==> src/rtl/evhp_pkg.sv <==
// Shared types and constants of the Ethernet/VLAN/IPv4/L4 header parser.
`timescale 1ns / 1ps

package evhp_pkg;

    localparam int unsigned MAX_FRAME_BYTES = 65535;
    localparam int unsigned CNT_W           = $clog2(MAX_FRAME_BYTES + 1);

    localparam int unsigned ETH_HDR_BYTES   = 14;
    localparam int unsigned ETH_TYPE_OFS    = 12;
    localparam int unsigned IP_MIN_BYTES    = 20;
    localparam int unsigned IP_FRAG_OFS     = 6;
    localparam int unsigned IP_PROTO_OFS    = 9;
    localparam int unsigned TCP_FLAGS_OFS   = 13;
    localparam int unsigned CTAG_BYTES      = 4;
    localparam int unsigned STAG_BYTES      = 8;

    localparam logic [15:0] TYPE_IPV4       = 16'h0800;
    localparam logic [7:0]  PROTO_TCP       = 8'd6;
    localparam logic [7:0]  PROTO_UDP       = 8'd17;
    localparam logic [7:0]  TCP_FIN_RST     = 8'h05;

    localparam logic [15:0] CVLAN_RESET     = 16'h8100;
    localparam logic [15:0] SVLAN_RESET     = 16'h88A8;

    localparam int unsigned CFG_IDX_W       = 8;
    localparam logic [CFG_IDX_W-1:0] CFG_CVLAN_TPID = CFG_IDX_W'(0);
    localparam logic [CFG_IDX_W-1:0] CFG_SVLAN_TPID = CFG_IDX_W'(1);

    localparam int unsigned QDEPTH          = 4;
    localparam int unsigned QPTR_W          = $clog2(QDEPTH);
    localparam int unsigned QCNT_W          = $clog2(QDEPTH + 1);

    localparam int unsigned IN_TDATA_W      = 8;
    localparam int unsigned OUT_TDATA_W     = 32;

    typedef enum logic [2:0] {
        K_NONE,
        K_TYPE_HI,
        K_TYPE_LO,
        K_IHL,
        K_FRAG_HI,
        K_FRAG_LO,
        K_PROTO,
        K_FLAGS
    } byte_kind_t;

    typedef enum logic [1:0] {
        ST_PARSED      = 2'd0,
        ST_INCOMPLETE  = 2'd1,
        ST_UNSUPPORTED = 2'd2
    } status_t;

    typedef struct packed {
        logic [7:0] data;
        logic       last;
        byte_kind_t kind;
        logic       tag_short;
        logic       ip_short;
        logic [3:0] skip;
        logic [5:0] ihl;
    } entry_t;

    typedef struct packed {
        logic [6:0] l4_offset;
        logic [4:0] l3_offset;
        logic [3:0] tag_bytes;
        logic       flags_captured;
        logic       fin_or_reset;
        logic [7:0] tcp_flag_bits;
        logic       is_udp;
        logic       is_tcp;
        status_t    status;
    } result_t;

endpackage

==> src/rtl/evhp_front.sv <==
// Front end: byte counting, tag and header position tracking, byte classification.
`timescale 1ns / 1ps

module evhp_front (
    input  logic                           aclk,
    input  logic                           aresetn,
    input  logic                           s_tvalid,
    output logic                           s_tready,
    input  logic [evhp_pkg::IN_TDATA_W-1:0] s_tdata,
    input  logic                           s_tlast,
    input  logic [15:0]                    cvlan_tpid,
    input  logic [15:0]                    svlan_tpid,
    input  logic                           q_full,
    output logic                           q_push,
    output evhp_pkg::entry_t               q_entry
);
    import evhp_pkg::*;

    logic [CNT_W-1:0] cnt_reg, cnt_next;
    logic [7:0]       hi_reg, hi_next;
    logic [3:0]       skip_reg, skip_next;
    logic [5:0]       ihl_reg, ihl_next;

    logic [7:0]       data;
    logic             take;
    logic [CNT_W-1:0] l3_cur;
    logic [CNT_W-1:0] l3_new;
    byte_kind_t       kind;

    assign data     = s_tdata[7:0];
    assign s_tready = !q_full;
    assign q_push   = s_tvalid && s_tready;

    always_comb begin
        take      = (cnt_reg != CNT_W'(MAX_FRAME_BYTES));
        l3_cur    = CNT_W'(ETH_HDR_BYTES) + CNT_W'(skip_reg);
        kind      = K_NONE;
        hi_next   = hi_reg;
        skip_next = skip_reg;
        ihl_next  = ihl_reg;
        cnt_next  = take ? cnt_reg + 1'b1 : cnt_reg;

        if (take) begin
            if (cnt_reg == CNT_W'(ETH_TYPE_OFS)) begin
                kind    = K_TYPE_HI;
                hi_next = data;
            end
            if (cnt_reg == CNT_W'(ETH_TYPE_OFS + 1)) begin
                kind = K_TYPE_LO;
                if ({hi_reg, data} == svlan_tpid) begin
                    skip_next = 4'(STAG_BYTES);
                end else if ({hi_reg, data} == cvlan_tpid) begin
                    skip_next = 4'(CTAG_BYTES);
                end else begin
                    skip_next = '0;
                end
            end else begin
                if (skip_reg != '0 && cnt_reg == CNT_W'(ETH_TYPE_OFS) + CNT_W'(skip_reg)) begin
                    kind = K_TYPE_HI;
                end
                if (skip_reg != '0
                    && cnt_reg == CNT_W'(ETH_TYPE_OFS + 1) + CNT_W'(skip_reg)) begin
                    kind = K_TYPE_LO;
                end
                if (cnt_reg >= CNT_W'(ETH_HDR_BYTES)) begin
                    if (cnt_reg == l3_cur) begin
                        kind     = K_IHL;
                        ihl_next = {data[3:0], 2'b00};
                    end
                    if (cnt_reg == l3_cur + CNT_W'(IP_FRAG_OFS)) begin
                        kind = K_FRAG_HI;
                    end
                    if (cnt_reg == l3_cur + CNT_W'(IP_FRAG_OFS + 1)) begin
                        kind = K_FRAG_LO;
                    end
                    if (cnt_reg == l3_cur + CNT_W'(IP_PROTO_OFS)) begin
                        kind = K_PROTO;
                    end
                    if (cnt_reg > l3_cur
                        && cnt_reg == l3_cur + CNT_W'(ihl_reg) + CNT_W'(TCP_FLAGS_OFS)) begin
                        kind = K_FLAGS;
                    end
                end
            end
        end

        l3_new = CNT_W'(ETH_HDR_BYTES) + CNT_W'(skip_next);

        q_entry.data      = data;
        q_entry.last      = s_tlast;
        q_entry.kind      = kind;
        q_entry.skip      = skip_next;
        q_entry.ihl       = ihl_next;
        q_entry.tag_short = (cnt_next < l3_new);
        q_entry.ip_short  = (cnt_next < l3_new + CNT_W'(IP_MIN_BYTES))
                            || (ihl_next > 6'(IP_MIN_BYTES)
                                && cnt_next < l3_new + CNT_W'(ihl_next));
    end

    always_ff @(posedge aclk) begin
        if (!aresetn) begin
            cnt_reg  <= '0;
            hi_reg   <= '0;
            skip_reg <= '0;
            ihl_reg  <= '0;
        end else if (q_push) begin
            if (s_tlast) begin
                cnt_reg  <= '0;
                hi_reg   <= '0;
                skip_reg <= '0;
                ihl_reg  <= '0;
            end else begin
                cnt_reg  <= cnt_next;
                hi_reg   <= hi_next;
                skip_reg <= skip_next;
                ihl_reg  <= ihl_next;
            end
        end
    end

endmodule

==> src/rtl/evhp_queue.sv <==
// Short queue of classified bytes between the front end and the back end.
`timescale 1ns / 1ps

module evhp_queue (
    input  logic             aclk,
    input  logic             aresetn,
    input  logic             push,
    input  evhp_pkg::entry_t push_entry,
    input  logic             pop,
    output evhp_pkg::entry_t head,
    output logic             empty,
    output logic             full
);
    import evhp_pkg::*;

    entry_t            mem [QDEPTH];
    logic [QPTR_W-1:0] wr_ptr_reg;
    logic [QPTR_W-1:0] rd_ptr_reg;
    logic [QCNT_W-1:0] count_reg;

    assign head  = mem[rd_ptr_reg];
    assign empty = (count_reg == '0);
    assign full  = (count_reg == QCNT_W'(QDEPTH));

    always_ff @(posedge aclk) begin
        if (push) begin
            mem[wr_ptr_reg] <= push_entry;
        end
    end

    always_ff @(posedge aclk) begin
        if (!aresetn) begin
            wr_ptr_reg <= '0;
            rd_ptr_reg <= '0;
            count_reg  <= '0;
        end else begin
            if (push) begin
                wr_ptr_reg <= (wr_ptr_reg == QPTR_W'(QDEPTH - 1)) ? '0 : wr_ptr_reg + 1'b1;
            end
            if (pop) begin
                rd_ptr_reg <= (rd_ptr_reg == QPTR_W'(QDEPTH - 1)) ? '0 : rd_ptr_reg + 1'b1;
            end
            if (push && !pop) begin
                count_reg <= count_reg + 1'b1;
            end else if (pop && !push) begin
                count_reg <= count_reg - 1'b1;
            end
        end
    end

`ifndef SYNTHESIS
    a_count_bound: assert property (@(posedge aclk) disable iff (!aresetn)
        count_reg <= QCNT_W'(QDEPTH))
        else $error("Queue count exceeds its depth.");

    a_no_pop_empty: assert property (@(posedge aclk) disable iff (!aresetn)
        pop |-> !empty)
        else $error("Queue popped while empty.");

    a_no_push_full: assert property (@(posedge aclk) disable iff (!aresetn)
        push && !pop |-> !full)
        else $error("Queue pushed while full.");

    a_count_grows: assert property (@(posedge aclk) disable iff (!aresetn)
        push && !pop |=> count_reg == $past(count_reg) + 1'b1)
        else $error("Queue count did not follow a push.");
`endif

endmodule

==> src/rtl/evhp_back.sv <==
// Back end: header field capture, frame verdict and the result output register.
`timescale 1ns / 1ps

module evhp_back (
    input  logic              aclk,
    input  logic              aresetn,
    input  evhp_pkg::entry_t  head,
    input  logic              q_empty,
    output logic              q_pop,
    output logic              m_valid,
    input  logic              m_ready,
    output evhp_pkg::result_t m_result
);
    import evhp_pkg::*;

    logic [15:0] type_reg, type_next;
    logic [12:0] frag_reg, frag_next;
    logic [7:0]  proto_reg, proto_next;
    logic [7:0]  flags_reg, flags_next;
    logic        seen_reg, seen_next;
    logic        m_valid_reg;
    result_t     result_reg;
    result_t     verdict;
    logic        out_free;
    logic [4:0]  l3;

    assign out_free = !m_valid_reg || m_ready;
    assign q_pop    = !q_empty && (!head.last || out_free);
    assign m_valid  = m_valid_reg;
    assign m_result = result_reg;

    always_comb begin
        type_next  = type_reg;
        frag_next  = frag_reg;
        proto_next = proto_reg;
        flags_next = flags_reg;
        seen_next  = seen_reg;
        case (head.kind)
            K_TYPE_HI: type_next  = {head.data, 8'h00};
            K_TYPE_LO: type_next  = {type_reg[15:8], head.data};
            K_FRAG_HI: frag_next  = {head.data[4:0], 8'h00};
            K_FRAG_LO: frag_next  = {frag_reg[12:8], head.data};
            K_PROTO:   proto_next = head.data;
            K_FLAGS: begin
                flags_next = head.data;
                seen_next  = 1'b1;
            end
            default: ;
        endcase

        l3      = 5'(ETH_HDR_BYTES) + 5'(head.skip);
        verdict = '0;
        if (head.tag_short) begin
            verdict.status = ST_INCOMPLETE;
        end else if (type_next != TYPE_IPV4) begin
            verdict.status = ST_UNSUPPORTED;
        end else if (head.ip_short) begin
            verdict.status = ST_INCOMPLETE;
        end else if (frag_next != '0) begin
            verdict.status = ST_UNSUPPORTED;
        end else if (proto_next == PROTO_TCP || proto_next == PROTO_UDP) begin
            verdict.status    = ST_PARSED;
            verdict.is_tcp    = (proto_next == PROTO_TCP);
            verdict.is_udp    = (proto_next == PROTO_UDP);
            verdict.tag_bytes = head.skip;
            verdict.l3_offset = l3;
            verdict.l4_offset = 7'(l3) + 7'(head.ihl);
            if (proto_next == PROTO_TCP && seen_next) begin
                verdict.flags_captured = 1'b1;
                verdict.tcp_flag_bits  = flags_next;
                verdict.fin_or_reset   = (flags_next & TCP_FIN_RST) != '0;
            end
        end else begin
            verdict.status = ST_UNSUPPORTED;
        end
    end

    always_ff @(posedge aclk) begin
        if (!aresetn) begin
            type_reg    <= '0;
            frag_reg    <= '0;
            proto_reg   <= '0;
            flags_reg   <= '0;
            seen_reg    <= 1'b0;
            m_valid_reg <= 1'b0;
        end else begin
            if (q_pop) begin
                if (head.last) begin
                    type_reg  <= '0;
                    frag_reg  <= '0;
                    proto_reg <= '0;
                    flags_reg <= '0;
                    seen_reg  <= 1'b0;
                end else begin
                    type_reg  <= type_next;
                    frag_reg  <= frag_next;
                    proto_reg <= proto_next;
                    flags_reg <= flags_next;
                    seen_reg  <= seen_next;
                end
            end
            if (q_pop && head.last) begin
                m_valid_reg <= 1'b1;
            end else if (m_ready) begin
                m_valid_reg <= 1'b0;
            end
        end
    end

    always_ff @(posedge aclk) begin
        if (q_pop && head.last) begin
            result_reg <= verdict;
        end
    end

endmodule

==> src/rtl/eth_vlan_ipv4_l4_header_parser.sv <==
// Top level of the Ethernet/VLAN/IPv4/L4 header parser with its configuration registers.
`timescale 1ns / 1ps

// The parser takes one frame byte per cycle on the slave stream, with tlast on the final
// captured byte, and returns one result word per frame on the master stream. The front end
// classifies each byte and writes it into a four-word queue; the back end captures header
// fields and registers the verdict once the last byte leaves the queue. Input is stalled
// only when the queue is full, i.e. only while a finished result is held by a stalled
// master side. The user must write the two tag type values through the configuration
// channel only while idle, which the block does not enforce; other indexes are ignored.
module eth_vlan_ipv4_l4_header_parser (
    input  logic                                aclk,
    input  logic                                aresetn,
    input  logic                                s_tvalid,
    output logic                                s_tready,
    // s_tdata: data_byte[7:0]
    input  logic [evhp_pkg::IN_TDATA_W-1:0]     s_tdata,
    input  logic                                s_tlast,
    output logic                                m_tvalid,
    input  logic                                m_tready,
    // m_tdata: status[1:0], is_tcp[2], is_udp[3], tcp_flag_bits[11:4], fin_or_reset[12],
    // flags_captured[13], tag_bytes[17:14], l3_offset[22:18], l4_offset[29:23], zero[31:30]
    output logic [evhp_pkg::OUT_TDATA_W-1:0]    m_tdata,
    input  logic                                cfg_valid,
    output logic                                cfg_ready,
    input  logic [evhp_pkg::CFG_IDX_W-1:0]      cfg_index,
    input  logic [15:0]                         cfg_data
);
    import evhp_pkg::*;

    logic [15:0] cvlan_tpid_reg;
    logic [15:0] svlan_tpid_reg;
    logic        q_push;
    logic        q_pop;
    logic        q_empty;
    logic        q_full;
    entry_t      q_in;
    entry_t      q_head;
    result_t     result;

    assign cfg_ready = 1'b1;

    always_ff @(posedge aclk) begin
        if (!aresetn) begin
            cvlan_tpid_reg <= CVLAN_RESET;
            svlan_tpid_reg <= SVLAN_RESET;
        end else if (cfg_valid && cfg_ready) begin
            if (cfg_index == CFG_CVLAN_TPID) begin
                cvlan_tpid_reg <= cfg_data;
            end else if (cfg_index == CFG_SVLAN_TPID) begin
                svlan_tpid_reg <= cfg_data;
            end
        end
    end

    evhp_front u_front (
        .aclk       (aclk),
        .aresetn    (aresetn),
        .s_tvalid   (s_tvalid),
        .s_tready   (s_tready),
        .s_tdata    (s_tdata),
        .s_tlast    (s_tlast),
        .cvlan_tpid (cvlan_tpid_reg),
        .svlan_tpid (svlan_tpid_reg),
        .q_full     (q_full),
        .q_push     (q_push),
        .q_entry    (q_in)
    );

    evhp_queue u_queue (
        .aclk       (aclk),
        .aresetn    (aresetn),
        .push       (q_push),
        .push_entry (q_in),
        .pop        (q_pop),
        .head       (q_head),
        .empty      (q_empty),
        .full       (q_full)
    );

    evhp_back u_back (
        .aclk     (aclk),
        .aresetn  (aresetn),
        .head     (q_head),
        .q_empty  (q_empty),
        .q_pop    (q_pop),
        .m_valid  (m_tvalid),
        .m_ready  (m_tready),
        .m_result (result)
    );

    assign m_tdata = {2'b00, result.l4_offset, result.l3_offset, result.tag_bytes,
                      result.flags_captured, result.fin_or_reset, result.tcp_flag_bits,
                      result.is_udp, result.is_tcp, result.status};

endmodule

==> config.mk <==
export PLATFORM = sky130hd
export DESIGN_NAME = eth_vlan_ipv4_l4_header_parser
export DESIGN_NICKNAME = d
export VERILOG_FILES = /design/src/rtl/evhp_pkg.sv /design/src/rtl/evhp_front.sv /design/src/rtl/evhp_queue.sv /design/src/rtl/evhp_back.sv /design/src/rtl/eth_vlan_ipv4_l4_header_parser.sv
export SDC_FILE = /design/constraint.sdc
export NUM_CORES = 1
export LEC_CHECK = 0
export BUFFER_PORTS_ARGS = -buffer_cell sky130_fd_sc_hd__clkbuf_2
export CAP_MARGIN = 25
export CORE_MARGIN = 2
export CORE_UTILIZATION = 50
export CTS_CLUSTER_SIZE = 12
export DETAILED_ROUTE_END_ITERATION = 10
export PLACE_DENSITY = 0.66
export SETUP_SLACK_MARGIN = 0.5
export SLEW_MARGIN = 25
export SYNTH_ARGS = -nofsm -noshare
export SYNTH_HDL_FRONTEND = slang
export SYNTH_SLANG_ARGS = --single-unit
==> constraint.sdc <==
create_clock -name aclk -period 5.06 [get_ports aclk]
set_input_delay 0.759 -clock aclk [delete_from_list [all_inputs] [get_ports aclk]]
set_output_delay 0.759 -clock aclk [all_outputs]
set_load 0.02 [all_outputs]
==> out/metrics.yaml <==
routing:
  viasPerCell: 5.73
  routedWlPerCell_um: 18.1
  drt_iter0_markers: 751
  finalWirelength_um: 29300
  first_pass_iters: 5
  vias: 9295
  ant_nets: 0
  drc: 0
clock_tree:
  clock_latency_ns: 0.54
  cts_tree: "yes"
  cts_num_sinks: 247
  hold_buffers: 0
  cts_buffer_depth: 3
  clkTransAtPathRegs_ns: 0.06
  cts_buffers: 27
  root_buffer: "clkbuf_16"
  htreeDepth: 1
global_routing:
  grt_overflow: 0
  grt_pass1_vias: 8765
  grt_util_all_layers_pct: 21.2
  grt_max_degree: 53
  grt_pass1_wl_um: 46300
  antenna_found_initial: 0
pwr:
  clockPowerShare_pct: 29.3
  p_leak_nw: 5.57
  pwr_density_cell_mw_per_mm2: 422
  power_switching_share_pct: 33.9
  pwr-share-seq_pct: 39.4
  irDropWorstVdd_v: 0.000322
  internal-power_mw: 4.12
  p_comb_share_pct: 31.4
  p_switching_mw: 2.11
worst_setup_path:
  worstPathRequired_ns: 5.44
  arrival_ns: 4.72
  cp_max_fo: 9
  crit_end: "u_queue.mem[1][10]$_DFFE_PP_"
  cpLargestDelayFamily: "compound AO/OA/AOI/OAI gates"
  crit_slowest_cell: "dfxtp_4"
  reg2reg_slack_ns: 0.71
  reg2reg_to: "u_queue.mem[1][10]$_DFFE_PP_"
  path_cells: "inv_4 -> ha_2 -> a21bo_4 -> inv_1 -> ha_1 -> nand2_2 -> nor3_4 -> buf_6 -> nand2_4 -> mux2_4 -> ha_2 -> a21oi_2 -> o21bai_1 -> a21oi_1 -> xor2_1 -> ha_1 -> o2111a_1 -> o211ai_1 -> a31oi_1 -> a2111oi_2 -> o21a_1"
  start_kind: "register"
  critPathMaxStageDelay_ns: 0.38
  crit_cells: 21
  rr_worst_depth: 21
  endpoint_kind: "register"
  path_buf_inv: 3
  r2r-start: "u_front.skip_reg[2]$_SDFFE_PN0P_"
  startpoint: "u_front.skip_reg[2]$_SDFFE_PN0P_"
  critPathKind: "reg2reg"
floorplanning:
  core-area_mm2: 0.0258
  dieWidth_um: 165
  design.die.area_mm2: 0.0274
  boundaryPins: 73
  start_util_pct: 50.4
  die_y_um: 165
  std_cell_rows: 59
synthesis:
  yosys_warnings: 0
  synth_area_mm2: 0.0130
  yosysTopAreaCell: "edfxtp_1"
  ys_types: 79
  synth_area_per_cell_um2: 10.9
  synthArstFlopShare_pct: 0
  yosysSeqAreaShare_pct: 47.5
  synth_top_cell_area_share_pct: 28.8
  synth-edff-count: 125
  synth.area.top_cells: "edfxtp_1 29%, dfxtp_1 19%, ha_1 6.0%, nor2b_1 4.5%, mux4_2 4.1%"
  syn_inst: 1199
  synth_ff_type: "edfxtp_1"
  synth-seq-cells: 247
placement:
  dp_cells: 1569
  portBuffers: 69
  place_congestion: 0.942
  hpwl_um: 20100
final_layout:
  layout.cells.non_filler: 1623
  largest_reg_flops: 96
  layout_common_cells: "125 x edfxtp_1, 117 x dfxtp_1, 93 x nor2b_1, 77 x nand2_1, 68 x clkbuf_2"
  num_antenna_cells: 0
  drive_gt1_share_pct: 17.0
  regMostFlops: "u_queue.mem"
  layout.nets: 1371
  final_common_cell: "edfxtp_1"
  areaGrowthSynthToFinish_pct: 13.1
timing:
  fin_crit_sh_pct: 85.9
  finalHoldViolCount: 0
  skew_ns: 0.0192
  finalMaxSlewViolations: 0
  timing.fmax_ghz: 0.230
  period_minus_slack_ns: 4.35
  slew_headroom_pct: 52.1
  rsz0062_at_grt: "no"
  whs_ns: 0.455
  tightest_slew_ns: 0.714
  setup-tns-final_ns: 0
  setup_violations: 0
status:
  status: "complete, no violations"
min_path:
  hold_path.class: "in2reg"
run:
  maxCapViolations: 0
[worst min path at each step]
stage                                    startpoint                         endpoint  cells after the start
finish                                 cfg_data[15]  svlan_tpid_reg[15]$_SDFFE_PN1P_                      3
CTS                                    cfg_data[15]  svlan_tpid_reg[15]$_SDFFE_PN1P_                      3
detailed placement  u_front.ihl_reg[1]$_SDFFE_PN0P_  u_front.ihl_reg[1]$_SDFFE_PN0P_                      2
floorplan           u_front.ihl_reg[1]$_SDFFE_PN0P_  u_front.ihl_reg[1]$_SDFFE_PN0P_                      2
global route                            cfg_data[8]   cvlan_tpid_reg[8]$_SDFFE_PN1P_                      3
global placement     svlan_tpid_reg[5]$_SDFFE_PN1P_   svlan_tpid_reg[5]$_SDFFE_PN1P_                      2
[layout make-up]
cell class	count	area [µm²]
clock buffer	43	776
clock inverter	7	46.3
fill	2256	11100
inverter	41	156
multi-input combinational	847	6540
sequential	247	6200
tap	335	419
timing repair buffer	103	604
[power by group through the flow]
stage	clock network (mW)	registers, mW	logic, mW
6_report	1.82	2.45	1.95
5_1_grt	1.94	2.48	2.14
4_1_cts	1.87	2.46	1.97
3_5_place_dp	0	2.50	1.96
3_3_place_gp	0	2.49	1.94
2_1_floorplan	0	2.55	1.39
[per-layer routing]
layer,vias to the layer above,wire [µm],track usage [%]
met2,220,13400,34.0
met1,4499,13900,30.1
met5,-,0,0
met3,54,1250,3.10
li1,4522,-,-
met4,0,713,6.00
[worst register-to-register path, delay by kind of cell (launching register included)]
kind,cells,cell delay (ns)
buffers and inverters,3,0.31
DFF,1,0.38
xor gates and xnor gates,1,0.17
AOI/OAI and AO/OA,9,1.51
adders and majority gates,4,1.08
muxes,1,0.37
and+or+nand+nor,3,0.37
[cells by family after synthesis]
kind of cell,after synthesis,synth area share [%]
xor+xnor,80,5.38
compound gates,227,11.7
fa+ha+maj,66,6.57
buf+inv,106,3.35
mux,71,7.81
flops,247,47.5
other cells,2,0.0576
simple gates,400,17.6
[timing repair]
action / CTS / global route
cloned: 0 / 0
setup endpoints to repair: 4 / 4
resized for setup: 8 / 28
hold endpoints to repair: 0 / 0
setup buffers: 0 / 3
pin swaps: 0 / 5
[synth_stat cells (10+ instances only)]
cell and n:
xnor2_1 44, a21o_1 12, nand2b_1 10, nor2_1 49, nand2_1 79, clkbuf_1 53
nor4_1 14, nor3_1 27, edfxtp_1 125, mux4_2 24, and3_1 14, nor2b_1 93
nand3_1 10, a31oi_1 10, ha_1 62, o21ai_0 40, xor2_1 36, dfxtp_1 122
a21oi_1 44, nand4_1 19, mux2i_1 42, and2_1 29, inv_1 40, a22oi_1 56
[stage by stage]
stage | power [mW] | cell area [µm²] | setup WS, ns | util [%]
floorplan | 3.94 | 13000 | 0.552 | -
global placement | 4.43 | 13800 | 0.276 | 53.2
detailed placement | 4.46 | 13800 | 0.0571 | 53.2
global route | 6.57 | 14700 | 0.476 | 57.1
finish | 6.23 | 14700 | 0.715 | 57.1
CTS | 6.29 | 14600 | 0.506 | 56.5
Power figures use the tool's default switching activity.
